### config.mk
export PLATFORM = sky130hd
export DESIGN_NAME = latency_pi_rate_controller
export DESIGN_NICKNAME = d
export VERILOG_FILES = /design/src/sv/lprc_pkg.sv /design/src/sv/latency_pi_rate_controller.sv
export SDC_FILE = /design/constraint.sdc
export NUM_CORES = 2
export LEC_CHECK = 0
export BUFFER_PORTS_ARGS = -buffer_cell sky130_fd_sc_hd__buf_4
export CORE_MARGIN = 2
export CORE_UTILIZATION = 70
export CTS_CLUSTER_SIZE = 20
export DETAILED_ROUTE_END_ITERATION = 6
export HOLD_SLACK_MARGIN = 0.06
export PLACE_DENSITY = 0.9
export SLEW_MARGIN = 20
export SYNTH_ARGS = -nofsm -noshare
export SYNTH_HDL_FRONTEND = slang
export SYNTH_SLANG_ARGS = --single-unit
### constraint.sdc
create_clock -name i_clk -period 16.4 [get_ports i_clk]
set_input_delay 1.64 -clock i_clk [delete_from_list [all_inputs] [get_ports i_clk]]
set_output_delay 1.64 -clock i_clk [all_outputs]
set_load 0.01 [all_outputs]
### src/sv/lprc_pkg.sv
// Shared constants and default settings of the latency PI rate controller.
`timescale 1ns / 1ps
`default_nettype none

package lprc_pkg;

    // Defaults of the top level parameters.
    localparam int RATE_MIN_Q16_DEF = 6554;
    localparam int RATE_MAX_Q16_DEF = 131072;
    localparam int NS_BITS_DEF      = 48;

    // Q16 fixed point.
    localparam int Q16_FRAC = 16;
    localparam int Q16_ONE  = 65536;

    // Field and state widths.
    localparam int GAIN_W     = 19;
    localparam int RATE_W     = 19;
    localparam int RATE_OUT_W = 18;
    localparam int INTEG_W    = 35;
    localparam int ERR_W      = 20;

    // Configuration register indexes.
    localparam int CFG_IDX_W = 2;
    localparam logic [CFG_IDX_W-1:0] CFG_TARGET_LATENCY = 2'd0;
    localparam logic [CFG_IDX_W-1:0] CFG_PROP_GAIN      = 2'd1;
    localparam logic [CFG_IDX_W-1:0] CFG_INTEG_GAIN     = 2'd2;

    // Register reset values.
    localparam int TARGET_LATENCY_RST = 20000000;
    localparam int PROP_GAIN_RST      = 32768;
    localparam int INTEG_GAIN_RST     = 6554;

    // Input operation codes.
    localparam logic OP_FEEDBACK = 1'b0;
    localparam logic OP_IDLE     = 1'b1;
endpackage

`default_nettype wire

### src/sv/latency_pi_rate_controller.sv
// Latency driven PI pacing controller with integrator anti-windup, Q16 fixed point.
//
// Usage: one input beat carries an operation and a time in nanoseconds. A feedback
// beat (operation 0) carries a measured latency; the block forms the normalized
// error against the target latency, updates the clamped integrator and returns the
// new rate. An idle beat (operation 1) carries elapsed idle time; the rate relaxes
// toward 1.0 by 0.1 per second and the integrator is re-seeded from the remaining gap.
// Every input beat yields exactly one output beat carrying the rate in Q16.
// Only the idle state takes a beat, so the block takes no new beat until the result
// of the last one has moved to the output register. The arithmetic runs on the
// restoring divider, one quotient bit per cycle, and the 19 step shift-and-add
// multiplier. After reset and after each write of the integral gain, the first
// beat also computes the two integrator limits.
// Reset (synchronous, active low) loads the register defaults, sets the rate to 1.0
// and clears the integrator. A configuration write of any listed register does the
// same for rate and integrator. If the receiver stalls, the result waits in the
// output register; the block still takes and works the next beat, and holds its
// result until the output register is free.
`timescale 1ns / 1ps
`default_nettype none

module latency_pi_rate_controller
    import lprc_pkg::*;
#(
    parameter int RATE_MIN_Q16 = RATE_MIN_Q16_DEF,
    parameter int RATE_MAX_Q16 = RATE_MAX_Q16_DEF,
    parameter int NS_BITS      = NS_BITS_DEF
) (
    input  logic                  i_clk,
    input  logic                  i_rst_n,
    input  logic                  i_cfg_we,
    input  logic [CFG_IDX_W-1:0]  i_cfg_idx,
    input  logic [NS_BITS-1:0]    i_cfg_data,
    input  logic                  i_in_valid,
    output logic                  o_in_ready,
    input  logic                  i_operation,
    input  logic [NS_BITS-1:0]    i_value_ns,
    output logic                  o_out_valid,
    input  logic                  i_out_ready,
    output logic [RATE_OUT_W-1:0] o_rate
);

    // Divider: numerator is left aligned in a shift register, one quotient bit per cycle.
    localparam int DIFF_MAG_W = 47;
    localparam int DIV_NUM_W  = DIFF_MAG_W + Q16_FRAC;
    localparam int DIV_Q_W    = INTEG_W;
    localparam int DIV_CNT_W  = $clog2(DIV_NUM_W + 1);
    localparam int R_W        = NS_BITS + 1;
    localparam int DW         = (R_W > DIFF_MAG_W) ? R_W : DIFF_MAG_W;
    localparam int LIM_NUM_W  = 34;
    localparam int GAP_MAG_W  = 18;
    localparam int GAP_W      = 21;
    localparam int STEP_W     = 20;

    // Multiplier: two shift-and-add products side by side, one gain bit per cycle.
    localparam int MUL_A_W   = 51;
    localparam int MUL_B_W   = 54;
    localparam int MUL_CNT_W = $clog2(GAIN_W + 1);
    localparam int SUM_W     = MUL_B_W - Q16_FRAC + 2;

    // Idle decay.
    localparam int EL_W      = 37;
    localparam int EL_PROD_W = 50;
    localparam int VW        = (NS_BITS > EL_W) ? NS_BITS : EL_W;
    localparam int DECAY_STEP_Q16 = 6554;
    localparam int NANOS_PER_SEC  = 1000000000;
    localparam logic [EL_W-1:0] ELAPSED_CAP = 37'd100000000000;

    localparam logic [DIFF_MAG_W-1:0] DIFF_LIM = DIFF_MAG_W'(1) << (DIFF_MAG_W - 1);
    localparam logic signed [ERR_W-1:0] ERR_MAX = ERR_W'(Q16_ONE);
    localparam logic signed [ERR_W-1:0] ERR_MIN = {1'b1, {(ERR_W-1){1'b0}}};

    localparam logic [LIM_NUM_W-1:0] LIM_HI_NUM =
        LIM_NUM_W'(64'(RATE_MAX_Q16 - Q16_ONE) << Q16_FRAC);
    localparam logic [LIM_NUM_W-1:0] LIM_LO_NUM =
        LIM_NUM_W'(64'(Q16_ONE - RATE_MIN_Q16) << Q16_FRAC);

    typedef enum logic [3:0] {
        S_IDLE,
        S_LIM_HI,
        S_LIM_LO,
        S_LIM_DONE,
        S_FB_LOAD,
        S_FB_ERR,
        S_FB_SUM,
        S_ID_LOAD,
        S_ID_STEP,
        S_ID_GAP,
        S_ID_INT,
        S_DIV,
        S_MUL,
        S_OUT
    } t_state;

    // Control and architectural state.
    t_state                     r_state;
    t_state                     r_ret;
    logic [NS_BITS-1:0]         r_target;
    logic [GAIN_W-1:0]          r_kp;
    logic [GAIN_W-1:0]          r_ki;
    logic signed [INTEG_W-1:0]  r_integ;
    logic [RATE_W-1:0]          r_rate;
    logic                       r_lim_ok;
    logic                       r_out_valid;
    logic [RATE_OUT_W-1:0]      r_out_rate;

    // Datapath registers.
    logic                       r_op;
    logic [NS_BITS-1:0]         r_value;
    logic signed [INTEG_W-1:0]  r_lim_hi;
    logic signed [INTEG_W-1:0]  r_lim_lo;
    logic                       r_neg;
    logic [DIV_NUM_W-1:0]       r_num;
    logic [NS_BITS-1:0]         r_den;
    logic [R_W-1:0]             r_rem;
    logic [DIV_Q_W-1:0]         r_quo;
    logic                       r_quo_ovf;
    logic [DIV_CNT_W-1:0]       r_div_cnt;
    logic signed [MUL_A_W-1:0]  r_mcand_a;
    logic signed [MUL_B_W-1:0]  r_mcand_b;
    logic [GAIN_W-1:0]          r_mplier_a;
    logic [GAIN_W-1:0]          r_mplier_b;
    logic signed [MUL_A_W-1:0]  r_acc_a;
    logic signed [MUL_B_W-1:0]  r_acc_b;
    logic [MUL_CNT_W-1:0]       r_mul_cnt;

    // Combinational helpers.
    logic                       in_accept;
    logic [GAIN_W-1:0]          ki_eff;
    logic [NS_BITS-1:0]         t_eff;
    logic [R_W-1:0]             diff;
    logic                       diff_neg;
    logic [R_W-1:0]             diff_mag;
    logic [DW-1:0]              diff_mag_x;
    logic [DIFF_MAG_W-1:0]      diff_clamped;
    logic [R_W-1:0]             div_rem_sh;
    logic                       div_ge;
    logic [R_W-1:0]             div_rem_nx;
    logic [ERR_W-1:0]           err_mag;
    logic                       err_pos_sat;
    logic                       err_neg_sat;
    logic signed [ERR_W-1:0]    err;
    logic signed [INTEG_W:0]    integ_sum;
    logic signed [INTEG_W:0]    lim_hi_x;
    logic signed [INTEG_W:0]    lim_lo_x;
    logic signed [INTEG_W-1:0]  integ_clamped;
    logic signed [SUM_W-1:0]    rate_sum;
    logic [RATE_W-1:0]          rate_fb;
    logic [VW-1:0]              value_x;
    logic [EL_W-1:0]            elapsed;
    logic signed [GAP_W-1:0]    gap;
    logic signed [GAP_W-1:0]    step_x;
    logic signed [GAP_W-1:0]    gap_dec;
    logic [GAP_W-1:0]           gap_abs;
    logic [RATE_W-1:0]          rate_id;

    function automatic logic [RATE_W-1:0] clamp_rate(input logic signed [SUM_W-1:0] v);
        logic [RATE_W-1:0] r;
        if (v < SUM_W'(RATE_MIN_Q16)) begin
            r = RATE_W'(RATE_MIN_Q16);
        end else if (v > SUM_W'(RATE_MAX_Q16)) begin
            r = RATE_W'(RATE_MAX_Q16);
        end else begin
            r = v[RATE_W-1:0];
        end
        return r;
    endfunction

    assign o_in_ready  = (r_state == S_IDLE);
    assign in_accept   = i_in_valid && o_in_ready;
    assign o_out_valid = r_out_valid;
    assign o_rate      = r_out_rate;

    // A zero integral gain or zero target behaves as one.
    assign ki_eff = (r_ki == '0) ? GAIN_W'(1) : r_ki;
    assign t_eff  = (r_target == '0) ? NS_BITS'(1) : r_target;

    // Latency difference, split into sign and magnitude, magnitude clamped to 2^46.
    assign diff         = {1'b0, t_eff} - {1'b0, r_value};
    assign diff_neg     = diff[R_W-1];
    assign diff_mag     = diff_neg ? (~diff + 1'b1) : diff;
    assign diff_mag_x   = DW'(diff_mag);
    assign diff_clamped = (diff_mag_x > DW'(DIFF_LIM)) ? DIFF_LIM
                                                       : diff_mag_x[DIFF_MAG_W-1:0];

    // One restoring division step.
    assign div_rem_sh = {r_rem[R_W-2:0], r_num[DIV_NUM_W-1]};
    assign div_ge     = (div_rem_sh >= {1'b0, r_den});
    assign div_rem_nx = div_ge ? (div_rem_sh - {1'b0, r_den}) : div_rem_sh;

    // Error from the truncated quotient, clamped to [-8.0, 1.0].
    assign err_mag     = r_quo[ERR_W-1:0];
    assign err_pos_sat = r_quo_ovf || (r_quo > DIV_Q_W'(ERR_MAX));
    assign err_neg_sat = r_quo_ovf || (r_quo > DIV_Q_W'(1 << (ERR_W - 1)));
    assign err = r_neg ? (err_neg_sat ? ERR_MIN : -err_mag)
                       : (err_pos_sat ? ERR_MAX : err_mag);

    // Integrator update with anti-windup limits.
    assign integ_sum = (INTEG_W+1)'(r_integ) + (INTEG_W+1)'(err);
    assign lim_hi_x  = (INTEG_W+1)'(r_lim_hi);
    assign lim_lo_x  = (INTEG_W+1)'(r_lim_lo);

    always_comb begin
        if (integ_sum > lim_hi_x) begin
            integ_clamped = r_lim_hi;
        end else if (integ_sum < lim_lo_x) begin
            integ_clamped = r_lim_lo;
        end else begin
            integ_clamped = integ_sum[INTEG_W-1:0];
        end
    end

    // Both products shift right arithmetically, which rounds toward minus infinity.
    assign rate_sum = SUM_W'(Q16_ONE) + SUM_W'(r_acc_a >>> Q16_FRAC)
                    + SUM_W'(r_acc_b >>> Q16_FRAC);
    assign rate_fb  = clamp_rate(rate_sum);

    // Idle time, capped at 100 seconds.
    assign value_x = VW'(r_value);
    assign elapsed = (value_x > VW'(ELAPSED_CAP)) ? ELAPSED_CAP : value_x[EL_W-1:0];

    // Gap to 1.0 shrinks by the decay step without crossing zero.
    assign gap    = $signed({2'b00, r_rate}) - GAP_W'(Q16_ONE);
    assign step_x = $signed({1'b0, r_quo[STEP_W-1:0]});

    always_comb begin
        if (gap > 0) begin
            gap_dec = (gap > step_x) ? (gap - step_x) : '0;
        end else if (gap < 0) begin
            gap_dec = (gap < -step_x) ? (gap + step_x) : '0;
        end else begin
            gap_dec = '0;
        end
    end

    assign gap_abs = gap_dec[GAP_W-1] ? -gap_dec : gap_dec;
    assign rate_id = clamp_rate(SUM_W'(gap_dec) + SUM_W'(Q16_ONE));

    // Sequencer, architectural state and output register.
    always_ff @(posedge i_clk) begin
        if (!i_rst_n) begin
            r_state     <= S_IDLE;
            r_ret       <= S_IDLE;
            r_target    <= NS_BITS'(TARGET_LATENCY_RST);
            r_kp        <= GAIN_W'(PROP_GAIN_RST);
            r_ki        <= GAIN_W'(INTEG_GAIN_RST);
            r_integ     <= '0;
            r_rate      <= RATE_W'(Q16_ONE);
            r_lim_ok    <= 1'b0;
            r_out_valid <= 1'b0;
            r_out_rate  <= '0;
        end else begin
            // A new result enters the output register as soon as it is free; a taken
            // beat otherwise empties it.
            if (r_state == S_OUT && (!r_out_valid || i_out_ready)) begin
                r_out_valid <= 1'b1;
            end else if (r_out_valid && i_out_ready) begin
                r_out_valid <= 1'b0;
            end

            case (r_state)
                S_IDLE: begin
                    if (in_accept) begin
                        if (!r_lim_ok) begin
                            r_state <= S_LIM_HI;
                        end else if (i_operation == OP_IDLE) begin
                            r_state <= S_ID_LOAD;
                        end else begin
                            r_state <= S_FB_LOAD;
                        end
                    end
                end
                S_LIM_HI: begin
                    r_ret   <= S_LIM_LO;
                    r_state <= S_DIV;
                end
                S_LIM_LO: begin
                    r_ret   <= S_LIM_DONE;
                    r_state <= S_DIV;
                end
                S_LIM_DONE: begin
                    r_lim_ok <= 1'b1;
                    r_state  <= (r_op == OP_IDLE) ? S_ID_LOAD : S_FB_LOAD;
                end
                S_FB_LOAD: begin
                    r_ret   <= S_FB_ERR;
                    r_state <= S_DIV;
                end
                S_FB_ERR: begin
                    r_integ <= integ_clamped;
                    r_ret   <= S_FB_SUM;
                    r_state <= S_MUL;
                end
                S_FB_SUM: begin
                    r_rate  <= rate_fb;
                    r_state <= S_OUT;
                end
                S_ID_LOAD: begin
                    r_ret   <= S_ID_STEP;
                    r_state <= S_MUL;
                end
                S_ID_STEP: begin
                    r_ret   <= S_ID_GAP;
                    r_state <= S_DIV;
                end
                S_ID_GAP: begin
                    r_rate  <= rate_id;
                    r_ret   <= S_ID_INT;
                    r_state <= S_DIV;
                end
                S_ID_INT: begin
                    r_integ <= r_neg ? -r_quo : r_quo;
                    r_state <= S_OUT;
                end
                S_DIV: begin
                    if (r_div_cnt == DIV_CNT_W'(1)) begin
                        r_state <= r_ret;
                    end
                end
                S_MUL: begin
                    if (r_mul_cnt == MUL_CNT_W'(1)) begin
                        r_state <= r_ret;
                    end
                end
                S_OUT: begin
                    // The result moves out only when the output register is free.
                    if (!r_out_valid || i_out_ready) begin
                        r_out_rate <= r_rate[RATE_OUT_W-1:0];
                        r_state    <= S_IDLE;
                    end
                end
                default: begin
                    r_state <= S_IDLE;
                end
            endcase

            // Configuration writes must come only while idle; the block does not check.
            if (i_cfg_we) begin
                case (i_cfg_idx)
                    CFG_TARGET_LATENCY: begin
                        r_target <= i_cfg_data;
                        r_integ  <= '0;
                        r_rate   <= RATE_W'(Q16_ONE);
                    end
                    CFG_PROP_GAIN: begin
                        r_kp    <= i_cfg_data[GAIN_W-1:0];
                        r_integ <= '0;
                        r_rate  <= RATE_W'(Q16_ONE);
                    end
                    CFG_INTEG_GAIN: begin
                        r_ki     <= i_cfg_data[GAIN_W-1:0];
                        r_integ  <= '0;
                        r_rate   <= RATE_W'(Q16_ONE);
                        r_lim_ok <= 1'b0;
                    end
                    default: begin
                    end
                endcase
            end
        end
    end

    // Divider, multiplier and operand registers; loaded by the sequencer states.
    always_ff @(posedge i_clk) begin
        case (r_state)
            S_IDLE: begin
                if (in_accept) begin
                    r_op    <= i_operation;
                    r_value <= i_value_ns;
                end
            end
            S_LIM_HI: begin
                r_num     <= {LIM_HI_NUM, {(DIV_NUM_W-LIM_NUM_W){1'b0}}};
                r_den     <= NS_BITS'(ki_eff);
                r_div_cnt <= DIV_CNT_W'(LIM_NUM_W);
                r_rem     <= '0;
                r_quo     <= '0;
                r_quo_ovf <= 1'b0;
            end
            S_LIM_LO: begin
                r_lim_hi  <= r_quo;
                r_num     <= {LIM_LO_NUM, {(DIV_NUM_W-LIM_NUM_W){1'b0}}};
                r_den     <= NS_BITS'(ki_eff);
                r_div_cnt <= DIV_CNT_W'(LIM_NUM_W);
                r_rem     <= '0;
                r_quo     <= '0;
                r_quo_ovf <= 1'b0;
            end
            S_LIM_DONE: begin
                r_lim_lo <= -r_quo;
            end
            S_FB_LOAD: begin
                r_neg     <= diff_neg;
                r_num     <= {diff_clamped, {Q16_FRAC{1'b0}}};
                r_den     <= t_eff;
                r_div_cnt <= DIV_CNT_W'(DIV_NUM_W);
                r_rem     <= '0;
                r_quo     <= '0;
                r_quo_ovf <= 1'b0;
            end
            S_FB_ERR: begin
                r_mcand_a  <= MUL_A_W'(err);
                r_mplier_a <= r_kp;
                r_mcand_b  <= MUL_B_W'(integ_clamped);
                r_mplier_b <= ki_eff;
                r_acc_a    <= '0;
                r_acc_b    <= '0;
                r_mul_cnt  <= MUL_CNT_W'(GAIN_W);
            end
            S_ID_LOAD: begin
                r_mcand_a  <= MUL_A_W'(elapsed);
                r_mplier_a <= GAIN_W'(DECAY_STEP_Q16);
                r_mcand_b  <= '0;
                r_mplier_b <= '0;
                r_acc_a    <= '0;
                r_acc_b    <= '0;
                r_mul_cnt  <= MUL_CNT_W'(GAIN_W);
            end
            S_ID_STEP: begin
                r_num     <= {r_acc_a[EL_PROD_W-1:0], {(DIV_NUM_W-EL_PROD_W){1'b0}}};
                r_den     <= NS_BITS'(NANOS_PER_SEC);
                r_div_cnt <= DIV_CNT_W'(EL_PROD_W);
                r_rem     <= '0;
                r_quo     <= '0;
                r_quo_ovf <= 1'b0;
            end
            S_ID_GAP: begin
                r_neg     <= gap_dec[GAP_W-1];
                r_num     <= {gap_abs[GAP_MAG_W-1:0], {Q16_FRAC{1'b0}},
                              {(DIV_NUM_W-LIM_NUM_W){1'b0}}};
                r_den     <= NS_BITS'(ki_eff);
                r_div_cnt <= DIV_CNT_W'(LIM_NUM_W);
                r_rem     <= '0;
                r_quo     <= '0;
                r_quo_ovf <= 1'b0;
            end
            S_DIV: begin
                r_rem     <= div_rem_nx;
                r_quo     <= {r_quo[DIV_Q_W-2:0], div_ge};
                r_quo_ovf <= r_quo_ovf | r_quo[DIV_Q_W-1];
                r_num     <= {r_num[DIV_NUM_W-2:0], 1'b0};
                r_div_cnt <= r_div_cnt - 1'b1;
            end
            S_MUL: begin
                r_acc_a    <= r_acc_a + (r_mplier_a[0] ? r_mcand_a : '0);
                r_acc_b    <= r_acc_b + (r_mplier_b[0] ? r_mcand_b : '0);
                r_mcand_a  <= r_mcand_a <<< 1;
                r_mcand_b  <= r_mcand_b <<< 1;
                r_mplier_a <= r_mplier_a >> 1;
                r_mplier_b <= r_mplier_b >> 1;
                r_mul_cnt  <= r_mul_cnt - 1'b1;
            end
            default: begin
            end
        endcase
    end

endmodule

`default_nettype wire

==> impl_metrics.yaml <==
synth:
  ys_warn_count: 0
  synth_cell_type_count: 100
  mappedNetlistArea_um2: 54100
  async_reset_ff_share_pct: 0
  number_of_nets_in_the_synthesized_netlist: 6660
  synth_enable_flop_cells: 561
  syn-instance-count: 6096
  avgSynthCellArea_um2: 8.88
  synth_area_leaders: "sky130_fd_sc_hd__edfxtp_1, sky130_fd_sc_hd__ha_1, sky130_fd_sc_hd__dfxtp_1"
  ys.flop_type: "sky130_fd_sc_hd__edfxtp_1"
  synth_top_area_share_pct: 31.1
  yosys_register_bits: 729
  ys_seq_area_share_pct: 37.4
  synth_top_area_cell: "sky130_fd_sc_hd__edfxtp_1"
clock_tree:
  clk_pin_slew_worst_paths_ns: 0.06
  clock-root-buffer: "sky130_fd_sc_hd__clkbuf_16"
  cts-htree-levels: 3
  worst_skew_pair.late_latency_ns: 0.68
  cts_buffers: 80
  holdBufCountCts: 0
  resize_count_post_cts: 0
  clkSinkCount: 729
  post_cts_buffers: 0
  tritoncts: "yes"
  ctsLongestPathBuffers: 3
timing:
  max_transition_margin_pct: 23.4
  layout_setup_ws_ns: 5.22
  maxClockFrequency_ghz: 0.0894
  fin_skew_ns: 0.0380
  setup_violations: 0
  final.min_clock_period_ns: 11.18
  final-max-slew-violation-count: 0
  final-hold-violation-count: 0
  hold_slack_ns: 0.453
  timing.final.crit_share_pct: 68.2
  worst-slew-pin-transition_ns: 1.15
  unrepaired_setup_endpoints_after_global_routing: "no"
  tns_ns: 0
drt:
  drcViolationCount: 14
  number_of_drc_violations_after_detailed_routing_iteration_0: 6472
  vias_per_cell: 6.93
  route.antenna.remaining_nets: 0
  route.detailed.wl_per_inst_um: 24.9
  total_vias_in_the_final_route: 49400
  number_of_iterations_in_the_first_detailed_routing_pass: 7
  finalWirelength_mm: 178
hold_path:
  hold_path_class: "reg -> reg"
outcome:
  failed_checks: "DRC"
  outcome: "finished with violations"
floorplanning:
  fp.dieH_um: 282
  initial_core_util_pct: 71.0
  fp.coreArea_um2: 76200
  rows: 101
  die_w_um: 282
  ioPinCount: 124
  fp.dieArea_um2: 79500
finish:
  final_cell_count_no_fill: 7132
  finish.utilization_pct: 76.5
  layout_cells_sized_above_1_pct: 6.83
  finalNetCount: 6599
  syn_to_final_growth_pct: 7.80
placed_design:
  dpl.cell_count: 6983
  worst_setup_slack_post_dpl_ns: 5.45
  buffer_ports.inserted: 123
  dp.final_hpwl_mm: 131
  place.gp.congestion: 1.02
setup_path:
  crit_arrival_ns: 11.56
  cp-end-kind: "register"
  crit_slowest_cell: "sky130_fd_sc_hd__nor4_1"
  crit_type: "reg -> reg"
  cp.required_ns: 16.78
  cp-start-kind: "register"
  timing.critical_path.slowest_cell_delay_ns: 0.72
  timing.reg2reg.setup_slack_ns: 5.22
  critical_path_peak_fanout: 31
  critical_path.most_common_cell: "sky130_fd_sc_hd__o21ai_0"
global_route:
  grt_use_total_pct: 43.4
  grt_first_pass_wirelength_mm: 266
  antenna_found_initial: 1
  globalRouteOverflowTotal: 0
  number_of_global_route_vias_before_repair: 45400
  grt_max_degree: 93
pwr:
  ir_worst_vdd_mv: 0.193
  p_per_area_nw_per_um2: 173
  static-leakage-power_nw: 24.4
flow_run:
  drv.max_cap_violation_count: 0
## routing by layer
metal	track usage, %	wire [um]	vias to the layer above
met5	0	11	-
met4	26.4	12800	2
met3	8.90	20800	645
met2	66.1	77000	3271
met1	57.2	67000	23300
li1	-	-	22200
## synthesized netlist by cell type (34+ instances only)
cell,n
sky130_fd_sc_hd__nand2_1,636
sky130_fd_sc_hd__edfxtp_1,561
sky130_fd_sc_hd__nor2_1,537
sky130_fd_sc_hd__a21oi_1,471
sky130_fd_sc_hd__ha_1,452
sky130_fd_sc_hd__inv_1,342
sky130_fd_sc_hd__clkbuf_1,293
sky130_fd_sc_hd__o21ai_0,291
sky130_fd_sc_hd__xnor2_1,224
sky130_fd_sc_hd__a21o_1,206
sky130_fd_sc_hd__and2_1,169
sky130_fd_sc_hd__dfxtp_1,168
sky130_fd_sc_hd__nand3_1,138
sky130_fd_sc_hd__nor3_1,128
sky130_fd_sc_hd__xor2_1,116
sky130_fd_sc_hd__nor2b_1,84
sky130_fd_sc_hd__nand2b_1,80
sky130_fd_sc_hd__a22o_1,74
sky130_fd_sc_hd__nand4_1,66
sky130_fd_sc_hd__a31oi_1,60
sky130_fd_sc_hd__nor4_1,58
sky130_fd_sc_hd__a211oi_1,56
sky130_fd_sc_hd__and3_1,56
sky130_fd_sc_hd__a22oi_1,55
sky130_fd_sc_hd__a221oi_1,51
sky130_fd_sc_hd__mux2i_1,51
sky130_fd_sc_hd__o21a_1,51
sky130_fd_sc_hd__o211ai_1,44
sky130_fd_sc_hd__or3_1,43
sky130_fd_sc_hd__o21bai_1,34
## layout make-up
class / count / area [um2]
clock inverter: 45 / 450
fill: 5262 / 17900
clock buffer: 103 / 2200
sequential: 729 / 20200
tap: 1030 / 1290
timing repair buffer: 181 / 1360
antenna: 1 / 2.50
inverter: 345 / 1300
multi-input combinational: 4698 / 31500
## stage by stage
step | total power [mW] | instance area, um2
6_report | 10.1 | 58300
5_1_grt | 10.6 | 58300
4_1_cts | 9.90 | 58300
3_5_place_dp | 8.04 | 55700
3_3_place_gp | 7.87 | 55700
2_1_floorplan | 6.69 | 54100
## where the power goes
| group | total, mW | switching [mW] | internal [mW] |
|---|---|---|---|
| clock | 1.84 | 0.835 | 1.00 |
| sequential | 3.06 | 0.377 | 2.68 |
| combinational | 5.20 | 3.34 | 1.86 |
| total | 10.1 | 4.55 | 5.54 |
## flip-flops by register name, indices dropped and copies added (netlist names), 4 cells and up
name and count:
r_state 4, r_mcand_b 54, r_rem 48, r_mplier_a 19, r_acc_b 54, r_num 50
r_ki 19, o_rate 18, r_kp 19, r_acc_a 51, r_mcand_a 51, r_target 48
r_div_cnt 6, r_den 48, r_lim_lo 35, r_integ 35, r_rate 19, r_ret 4
r_lim_hi 35, r_mplier_b 19, r_value 48, r_mul_cnt 5, r_quo 35
## layout by cell type, fill, tap and decap left out, types with 51 or more instances in the layout
master	netlist	layout
sky130_fd_sc_hd__a211oi_1	56	56
sky130_fd_sc_hd__a21o_1	206	206
sky130_fd_sc_hd__a21oi_1	471	470
sky130_fd_sc_hd__a221oi_1	51	51
sky130_fd_sc_hd__a22o_1	74	74
sky130_fd_sc_hd__a22oi_1	55	55
sky130_fd_sc_hd__a31oi_1	60	58
sky130_fd_sc_hd__and2_1	169	169
sky130_fd_sc_hd__and3_1	56	55
sky130_fd_sc_hd__buf_4	3	181
sky130_fd_sc_hd__clkbuf_16	0	82
sky130_fd_sc_hd__dfxtp_1	168	168
sky130_fd_sc_hd__edfxtp_1	561	561
sky130_fd_sc_hd__ha_1	452	452
sky130_fd_sc_hd__inv_1	342	342
sky130_fd_sc_hd__mux2i_1	51	51
sky130_fd_sc_hd__nand2_1	636	635
sky130_fd_sc_hd__nand2b_1	80	80
sky130_fd_sc_hd__nand3_1	138	134
sky130_fd_sc_hd__nand4_1	66	66
sky130_fd_sc_hd__nor2_1	537	529
sky130_fd_sc_hd__nor2b_1	84	81
sky130_fd_sc_hd__nor3_1	128	126
sky130_fd_sc_hd__nor4_1	58	57
sky130_fd_sc_hd__o21a_1	51	51
sky130_fd_sc_hd__o21ai_0	291	290
sky130_fd_sc_hd__xnor2_1	224	224
sky130_fd_sc_hd__xor2_1	116	116
## path summary, 6_finish.rpt
check,start,to,cells after the start
setup / recovery,r_quo[0],r_mcand_b[52],38
hold / removal,r_kp[13],r_kp[13],2
setup reg to reg,r_quo[0],r_mcand_b[52],38
hold reg to reg,r_kp[13],r_kp[13],2
## cell families (layout without fill, tap and decap cells)
logic type | after synthesis | count (layout) | synth area share (%)
AOI/OAI and AO/OA | 1734 | 1734 | 21.8
adders and majority gates | 460 | 460 | 10.7
xor gates and xnor gates | 341 | 341 | 5.53
and+or+nand+nor | 2107 | 2107 | 18.8
muxes | 56 | 56 | 1.05
other | 0 | 1 | 0
buffers and inverters | 669 | 674 | 4.73
DFF | 729 | 729 | 37.4
## critical path, delay by kind of cell, from the launching register on
family | cells | cell delay, ns
compound gates | 14 | 3.61
flops | 1 | 0.51
fa+ha+maj | 3 | 0.82
xor+xnor | 1 | 0.10
simple gates | 16 | 4.84
buf+inv | 3 | 0.87
mux | 1 | 0.13
Power figures use the tool's default switching activity.
